**src/hdl/trr_pkg.sv**
```systemverilog
// ----------------------------------------------------------------------------
// trr_pkg: shared constants and types for the TRR segment intersect block
// Coordinate width, fraction bits and result kind codes.
// ----------------------------------------------------------------------------
package trr_pkg;

    localparam int COORD_WIDTH = 24;
    localparam int FRAC_BITS   = 2;

    typedef enum logic [1:0] {
        KIND_NONE   = 2'd0,
        KIND_POINT  = 2'd1,
        KIND_PIECE  = 2'd2,
        KIND_INSIDE = 2'd3
    } t_kind;

endpackage

```
**src/hdl/trr_side_meet.sv**
```systemverilog
// ----------------------------------------------------------------------------
// trr_side_meet: meet one diamond side with a Manhattan arc
// Side and arc are given by line intercepts (doubled-free) and y extents.
// ----------------------------------------------------------------------------
module trr_side_meet #(
    parameter int W = 28
) (
    input  logic               i_side_pos,
    input  logic signed [W-1:0] i_side_b,
    input  logic signed [W-1:0] i_side_lo_x,
    input  logic signed [W-1:0] i_side_lo_y,
    input  logic signed [W-1:0] i_side_hi_x,
    input  logic signed [W-1:0] i_side_hi_y,
    input  logic               i_arc_pt,
    input  logic               i_arc_pos,
    input  logic signed [W-1:0] i_arc_b,
    input  logic signed [W-1:0] i_arc_lo_x,
    input  logic signed [W-1:0] i_arc_lo_y,
    input  logic signed [W-1:0] i_arc_hi_x,
    input  logic signed [W-1:0] i_arc_hi_y,
    output trr_pkg::t_kind     o_kind,
    output logic signed [W-1:0] o_lo_x,
    output logic signed [W-1:0] o_lo_y,
    output logic signed [W-1:0] o_hi_x,
    output logic signed [W-1:0] o_hi_y
);

    logic signed [W:0] pt_line;
    logic signed [W:0] p_b;
    logic signed [W:0] m_b;
    logic signed [W:0] y2;
    logic signed [W:0] x2;
    logic signed [W-1:0] lo_x, lo_y, hi_x, hi_y;

    always_comb begin
        o_kind = trr_pkg::KIND_NONE;
        o_lo_x = '0;
        o_lo_y = '0;
        o_hi_x = '0;
        o_hi_y = '0;
        pt_line = i_side_pos ? ({i_arc_lo_y[W-1], i_arc_lo_y} - {i_arc_lo_x[W-1], i_arc_lo_x})
                             : ({i_arc_lo_y[W-1], i_arc_lo_y} + {i_arc_lo_x[W-1], i_arc_lo_x});
        p_b = i_side_pos ? {i_side_b[W-1], i_side_b} : {i_arc_b[W-1], i_arc_b};
        m_b = i_side_pos ? {i_arc_b[W-1], i_arc_b} : {i_side_b[W-1], i_side_b};
        y2  = m_b + p_b;
        x2  = m_b - p_b;
        hi_x = (i_arc_hi_y < i_side_hi_y) ? i_arc_hi_x : i_side_hi_x;
        hi_y = (i_arc_hi_y < i_side_hi_y) ? i_arc_hi_y : i_side_hi_y;
        lo_x = (i_arc_lo_y > i_side_lo_y) ? i_arc_lo_x : i_side_lo_x;
        lo_y = (i_arc_lo_y > i_side_lo_y) ? i_arc_lo_y : i_side_lo_y;
        if (i_arc_pt) begin
            if (pt_line == {i_side_b[W-1], i_side_b} && i_side_lo_y <= i_arc_lo_y
                    && i_arc_lo_y <= i_side_hi_y) begin
                o_kind = trr_pkg::KIND_POINT;
                o_lo_x = i_arc_lo_x;
                o_lo_y = i_arc_lo_y;
                o_hi_x = i_arc_lo_x;
                o_hi_y = i_arc_lo_y;
            end
        end else if (i_side_pos == i_arc_pos) begin
            if (i_side_b == i_arc_b && !(hi_y < lo_y)) begin
                o_kind = (lo_x == hi_x && lo_y == hi_y) ? trr_pkg::KIND_POINT
                                                        : trr_pkg::KIND_PIECE;
                o_lo_x = lo_x;
                o_lo_y = lo_y;
                o_hi_x = hi_x;
                o_hi_y = hi_y;
            end
        end else begin
            if (signed'({i_side_lo_y, 1'b0}) <= y2 && y2 <= signed'({i_side_hi_y, 1'b0})
                    && signed'({i_arc_lo_y, 1'b0}) <= y2
                    && y2 <= signed'({i_arc_hi_y, 1'b0})) begin
                // arithmetic shift floors the halving
                o_kind = trr_pkg::KIND_POINT;
                o_lo_x = x2[W:1];
                o_lo_y = y2[W:1];
                o_hi_x = x2[W:1];
                o_hi_y = y2[W:1];
            end
        end
    end

endmodule

```
**config.mk**
```make
export PLATFORM = sky130hd
export DESIGN_NAME = trr_side_meet
export DESIGN_NICKNAME = d
export VERILOG_FILES = /design/src/hdl/trr_pkg.sv /design/src/hdl/trr_side_meet.sv
export SDC_FILE = /design/constraint.sdc
export NUM_CORES = 1
export LEC_CHECK = 0
export BUFFER_PORTS_ARGS = -buffer_cell sky130_fd_sc_hd__clkbuf_2
export CAP_MARGIN = 20
export CORE_UTILIZATION = 56
export DETAILED_ROUTE_END_ITERATION = 10
export PLACE_DENSITY = 0.95
export RECOVER_POWER = 50
export SLEW_MARGIN = 10
export SYNTH_ARGS = -nofsm -noshare
export SYNTH_HDL_FRONTEND = slang
export SYNTH_SLANG_ARGS = --single-unit
```
**constraint.sdc**
```tcl
create_clock -name vclk -period 7.8
set_input_delay 0.39 -clock vclk [all_inputs]
set_output_delay 0.39 -clock vclk [all_outputs]
set_load 0.005 [all_outputs]
```
==> results of run 1 <==
[layout make-up]
cell class | count | share of cell area
Tap cell | 324 | 0.0247
Inverter | 155 | 0.0354
Multi-Input combinational cell | 1729 | 0.802
Timing Repair Buffer | 432 | 0.138
[cell families (layout without fill, tap and decap cells)]
kind of cell               count (synthesis)  after routing  share of synthesized area
buffers and inverters                    250            587                     0.0701
and+or+nand+nor                          602            602                      0.220
AOI/OAI and AO/OA                        601            601                      0.298
xor gates and xnor gates                 159            159                      0.100
muxes                                     93             93                     0.0678
adders and majority gates                274            274                      0.244
[worst max-delay path by stage]
stage            endpoint   startpoint  cells past startpoint  slack (ns)
2_1_floorplan  o_lo_x[17]   i_side_pos                     25        1.39
3_3_place_gp   o_hi_y[17]  i_side_b[8]                     27        0.72
3_5_place_dp   o_hi_x[17]  i_side_b[4]                     26        0.85
4_1_cts        o_hi_x[17]  i_side_b[8]                     27        0.83
5_1_grt         o_hi_x[2]  i_side_b[8]                     27        0.15
6_report        o_hi_x[2]  i_side_b[4]                     22        0.54
[layer usage]
layer | vias up | wire (um)
met1 | 8242 | 23300
met3 | 265 | 7470
met2 | 1317 | 26500
li1 | 8154 | -
met4 | 0 | 3900
met5 | - | 0
[power groups by stage]
stage / combinational, W / clock [W] / sequential [W]
final: 0.00170 / 0 / 0
after global routing: 0.00183 / 0 / 0
after CTS: 0.00164 / 0 / 0
after detailed placement: 0.00163 / 0 / 0
after global placement: 0.00159 / 0 / 0
after floorplan: 0.00108 / 0 / 0
[placed cells by master (no fill, tap or decap), types with 9 or more instances in the layout]
master and n:
clkbuf_2 378, ha_1 270, inv_1 154, a21oi_1 141, nor2_1 134, nand2_1 115, o21ai_0 108, xnor2_1 107
nor3_1 80, mux2i_1 70, a21o_1 65, a221o_1 56, a211o_1 55, xor2_1 51, nand4_1 49, nand3_1 47
nor2b_1 31, buf_4 30, o211ai_1 22, nand2b_1 22, and3_1 22, mux2_2 21, a31oi_1 19, clkbuf_1 19
nor3b_1 18, a211oi_1 16, nor4_1 15, o21a_1 14, o221ai_1 12, o31ai_1 10, nand3b_1 10, o21bai_1 9
a221oi_1 9, or3_1 9
[Yosys cell counts (47+ instances only)]
cell type  number  area (um^2)
mux2i_1        72          721
ha_1          270         3380
a221o_1        56          561
xor2_1         51          447
nand2_1       115          432
nand4_1        49          307
xnor2_1       107          937
o21ai_0       108          541
nor3_1         80          400
clkbuf_1       64          240
nor2_1        133          499
inv_1         154          578
nand3_1        47          235
a211o_1        55          482
a21o_1         66          495
a21oi_1       142          711
[per-stage QoR]
stage	util	area [um^2]
6_report	0.669	16400
5_1_grt	0.669	16400
3_3_place_gp	0.670	16400
2_1_floorplan	-	14100
4_1_cts	0.671	16500
3_5_place_dp	0.671	16500
[critical path, delay by kind of cell]
family / cells / cell delay, ns
compound gates: 10 / 3.38
simple gates: 5 / 0.78
xor+xnor: 1 / 0.48
fa+ha+maj: 2 / 0.99
buf+inv: 4 / 0.82
==> summary.md, run 1 <==
| Metric | Value |
|---|---|
| Outcome | finished clean |
| GPL Wtd Cong | approximately 1.1 |
| Max Fclk | 138 MHz |
| Clock Power Share | 0 |
| Met1 Usage GRT | 0.577 |
| Setup_tns | 0 ns |
| Antenna violations before repair | 1 |
| Required time of the critical path | between 7 and 8 ns |
| Top-Level Pins | ~400 |
| Share of post-route cells with drive strength above 1 | 0.201 |
| Final Max Slew Viols | 0 |
| Vias in the first global route | roughly 17000 |
| RSZ-0062 raised after global routing | false |
| Syn nets | roughly 2500 |
| Netlist Area Pre-Place | roughly 14000 um^2 |
| Busiest grt layer | met2 |
| Post-CTS setup buffers | 0 |
| Number of remaining DRC errors | 0 |
| Power Density | just over 100 nW/um^2 |
| Antenna cells | 0 |
| Synthesized instance count | 1979 |
| Maximum VDD drop | ~0.06 mV |
| CP peak stage delay | roughly 0.85 ns |
| Worst Hold Launch | i_side_lo_x[27] |
| Startpoint Class | input pin |
| Critical path class | in -> out |
| Hold EP | o_lo_x[27] |
| Total power | roughly 0.0017 W |
| Area grow syn2layout | 16.4% |
| Row count | 57 |
| Reg power frac | 0 |
| CP Max Fanout | 28 |
| Reg area | 0 um^2 |
| Die H | about 160 um |
| Switching power share of the total | 0.614 |
| Starting density of the core | 0.575 |
| Die area | approximately 26000 um^2 |
| CP cell instances | clkbuf_2 > ha_1 > a21oi_1 > a31oi_1 > nor3_1 > o21a_1 > xnor2_1 > inv_1 > ha_1 > and4_1 > nand4_1 > o211ai_1 > nand2_1 > o31ai_1 > o21ai_0 > a22oi_1 > a21oi_1 > o31ai_2 > buf_12 > nor2_1 > a221o_1 > clkbuf_2 |
| Distinct cells, synth | about 80 |
| Placed insts | about 2600 |
| Met3 Use GR | 0.0764 |
| Drt first pass iters | 6 |
| Hold Buf Count CTS | 0 |
| Hold WS | 1.12 ns |
| Syn avg cell area | between 7 and 8 um^2 |
| Port Buffers | between 300 and 400 |
| Critical Path AT | 6.87 ns |
| Dpl ws | ~0.85 ns |
| Finish-stage setup viols | 0 |
| Slowest CP cell | o31ai_2 |
| Hold crit path type | in -> out |
| DIE WIDTH | around 160 um |
| Via density | 6.81 |
| Min cycle time layout | about 7.3 ns |
| FFs & Latches | 0 |
| Largest net degree at the start of global routing | 53 |
| MaxCap Viol Count | 0 |
| Final wirelength | 61200 um |
| Post-DP HPWL | 52100 um |
| Cts repair resizes | 0 |
| Final std cells w/o fill | 2640 |
| Leakage | around 8.7 nW |
| Final WS setup | about 0.54 ns |
| Seq/Total Area, Yosys | 0 |
| Clock Buffer Count | 0 |
| Hold Path Stages | 4 |
| Worst slew pin tran | about 0.97 ns |
| Worst Setup End Kind | output pin |
| DRT antenna net count | 0 |
| Avg WL per Cell | ~23 um |
| Total number of yosys warnings | 0 |
| Int Pwr | roughly 0.00066 W |
| Nets@finish | ~2900 |
| Total net switching power | about 0.0010 W |
| Total GRT Usage | 0.452 |
| Slew margin rel. | 0.353 |
| Final Hold Fails | 0 |
| DR iter-0 viols | about 2100 |
| Tcrit/Tclk final | 0.930 |
| Area of the multi-input gates | approximately 13000 um^2 |
| Via Count | about 18000 |
| First-pass GRT wire length | just over 90000 um |
| Comb pwr share | 1.000 |
| Core area | about 25000 um^2 |
| Global routing usage on met2 | 0.721 |
| GRT overflow | 0 |
| Filler Cell Count | approximately 2200 |
(Power assumes the default switching activity.)
==> run 2: changes to the inputs <==
--- a/config.mk
+++ b/config.mk
@@ -7,9 +7,9 @@
 export LEC_CHECK = 0
 export BUFFER_PORTS_ARGS = -buffer_cell sky130_fd_sc_hd__clkbuf_2
 export CAP_MARGIN = 20
-export CORE_UTILIZATION = 56
+export CORE_UTILIZATION = 51
 export DETAILED_ROUTE_END_ITERATION = 10
-export PLACE_DENSITY = 0.95
+export PLACE_DENSITY = 0.91
 export RECOVER_POWER = 50
 export SLEW_MARGIN = 10
 export SYNTH_ARGS = -nofsm -noshare
==> constraint.sdc (replaced) <==
create_clock -name vclk -period 6.6
set_input_delay 0.33 -clock vclk [all_inputs]
set_output_delay 0.33 -clock vclk [all_outputs]
set_load 0.005 [all_outputs]
==> run 2 against run 1 <==
Worst hold slack worse by 0.12 ns. First-iteration DRC count fell by 9.9%. Via count up 1.2%. Critical path depth is 3 higher. Core utilization shrank 3.2 points. Power rose by 24%. Routed wire length grew 2.7%.
==> summary.md, run 2 (synthesized netlist as in run 1, its figures left out) <==
| Metric | Value |
|---|---|
| Post-CTS setup buffers | 0 (unchanged) |
| Finish-stage setup viols | 0 (unchanged) |
| Core area | 27000 um^2 (+10%) |
| Share of post-route cells with drive strength above 1 | 0.241 (+0.0401) |
| DRT antenna net count | 0 (unchanged) |
| Via Count | 18200 (+1.2%) |
| Final std cells w/o fill | 2725 (+3.2%) |
| Port Buffers | 397 (unchanged) |
| Leading cell type in the layout, fill and taps excluded | clkbuf_2 |
| Max Fclk | ~160 MHz |
| Row count | 60 (+5.3%) |
| Final Hold Fails | 0 (unchanged) |
| Power Density | 122 nW/um^2 (+18%) |
| Outcome | finished clean |
| Final Max Slew Viols | 0 (unchanged) |
| Min cycle time layout | 6.42 ns |
| Critical path class | in -> out |
| Cts repair resizes | 0 (unchanged) |
| Required time of the critical path | 6.27 ns (-1.14 ns) |
| Hold crit path type | in -> out |
| Tcrit/Tclk final | 0.973 |
| Worst Hold Launch | i_side_lo_x[27] |
| Die area | 28300 um^2 (+9.7%) |
| Critical Path AT | 6.09 ns (-0.78 ns) |
| CP Max Fanout | 40 (+43%) |
| Clock Buffer Count | 0 (unchanged) |
| Startpoint Class | input pin |
| Number of remaining DRC errors | 0 (unchanged) |
| Via density | 6.67 (-2.0%) |
| Avg WL per Cell | 23.0 um (-0.52%) |
| Reg power frac | 0 (unchanged) |
| Drt first pass iters | 7 (+1) |
| Placed insts | 2724 (+3.2%) |
| Comb pwr share | 1.000 (about the same) |
| GPL Wtd Cong | 1.08 (-3.0%) |
| MaxCap Viol Count | 0 (unchanged) |
| Hold Buf Count CTS | 0 (unchanged) |
| Slew margin rel. | 0.452 (+0.0996) |
| Worst Setup End Kind | output pin |
| Int Pwr | 0.000834 W (+27%) |
| Post-DP HPWL | 53800 um (+3.3%) |
| Starting density of the core | 0.522 (-0.0531) |
| Vias in the first global route | 17000 (+0.25%) |
| FFs & Latches | 0 (unchanged) |
| RSZ-0062 raised after global routing | true |
| Most frequent cells in the layout | clkbuf_2 (397), ha_1 (269), inv_1 (154) |
| Nets@finish | 2940 (+2.3%) |
| Slowest CP cell | a32oi_1 |
| CP peak stage delay | 0.54 ns (-0.31 ns) |
| Reg area | 0 um^2 (unchanged) |
| Largest net degree at the start of global routing | 47 (-11%) |
| Post-Place Cell Area | 17100 um^2 (+3.9%) |
| Die H | 168 um (+4.7%) |
| Clock Power Share | 0 (unchanged) |
| Area grow syn2layout | 22.1% |
| First-pass GRT wire length | 94200 um (+1.8%) |
| Hold EP | o_lo_x[27] |
| DIE WIDTH | 168 um (+4.7%) |
| Hold Path Stages | 4 (unchanged) |
| Total GRT Usage | 0.422 (-0.0298) |
| Antenna violations before repair | 1 (unchanged) |
| CP most frequent cell | o21ai_0 |
| Top-Level Pins | 397 (unchanged) |
| Design area | 17200 um^2 (+4.9%) |
| Finished Core Util | 0.637 (-0.0320) |
| Worst slew pin tran | 0.814 ns (-0.151 ns) |
| Maximum VDD drop | 0.108 mV (+75%) |
| Final wirelength | 62800 um (+2.7%) |
| GRT overflow | 0 (unchanged) |
| Total net switching power | 0.00127 W (+22%) |
| Leakage | 9.13 nW (+5.3%) |
| Switching power share of the total | 0.603 (-0.0103) |
| DR iter-0 viols | 1933 (-9.9%) |
==> run 2: final cells by class <==
type	count	area, um^2
multi-input combinational	1729	13300
fill	2457	9800
timing repair buffer	499	2920
inverter	155	582
tap	341	427
antenna	1	2.50
==> run 2: routing by layer <==
layer / vias to the layer above / global-route usage / wire, um
met2: 1210 / 0.687 / 27500
met3: 211 / 0.0423 / 5850
met5: - / 0 / 0
li1: 8302 / - / -
met1: 8462 / 0.559 / 26000
met4: 0 / 0.194 / 3400
==> run 2: worst max path at each step <==
| stage | start | endpoint | slack [ns] | depth (start not counted) |
|---|---|---|---|---|
| 2_1_floorplan | i_side_pos | o_lo_x[17] | 0.31 | 25 |
| 3_3_place_gp | i_side_b[16] | o_hi_y[10] | 0.21 | 29 |
| 3_5_place_dp | i_side_b[8] | o_hi_x[19] | 0.18 | 28 |
| 4_1_cts | i_side_b[8] | o_hi_x[19] | 0.14 | 28 |
| 5_1_grt | i_side_b[8] | o_hi_x[19] | -0.02 | 28 |
| 6_report | i_side_hi_y[2] | o_lo_x[14] | 0.18 | 25 |
==> run 2: stage by stage <==
step / worst slack (ns) / total power, W / hold WS [ns] / TNS (ns)
final: 0.177 / 0.00210 / 1.00 / 0
after global routing: -0.0221 / 0.00226 / 1.02 / -0.0238
after CTS: 0.137 / 0.00202 / 0.997 / 0
after detailed placement: 0.177 / 0.00201 / 0.997 / 0
after global placement: 0.213 / 0.00197 / 0.989 / 0
after floorplan: 0.312 / 0.00128 / 0.767 / 0
==> run 2: critical path, delay by kind of cell <==
| kind | cells | cell delay (ns) |
|---|---|---|
| fa+ha+maj | 2 | 0.62 |
| compound gates | 15 | 3.88 |
| simple gates | 2 | 0.21 |
| mux | 1 | 0.34 |
| buf+inv | 5 | 0.70 |
==> run 2: power groups by stage <==
stage	Clock, W	Combinational [W]	Sequential, W
5_1_grt	0.0000000000203	0.00226	0
4_1_cts	0	0.00202	0
6_report	0.0000000000203	0.00210	0
3_3_place_gp	0	0.00197	0
2_1_floorplan	0	0.00128	0
3_5_place_dp	0	0.00201	0
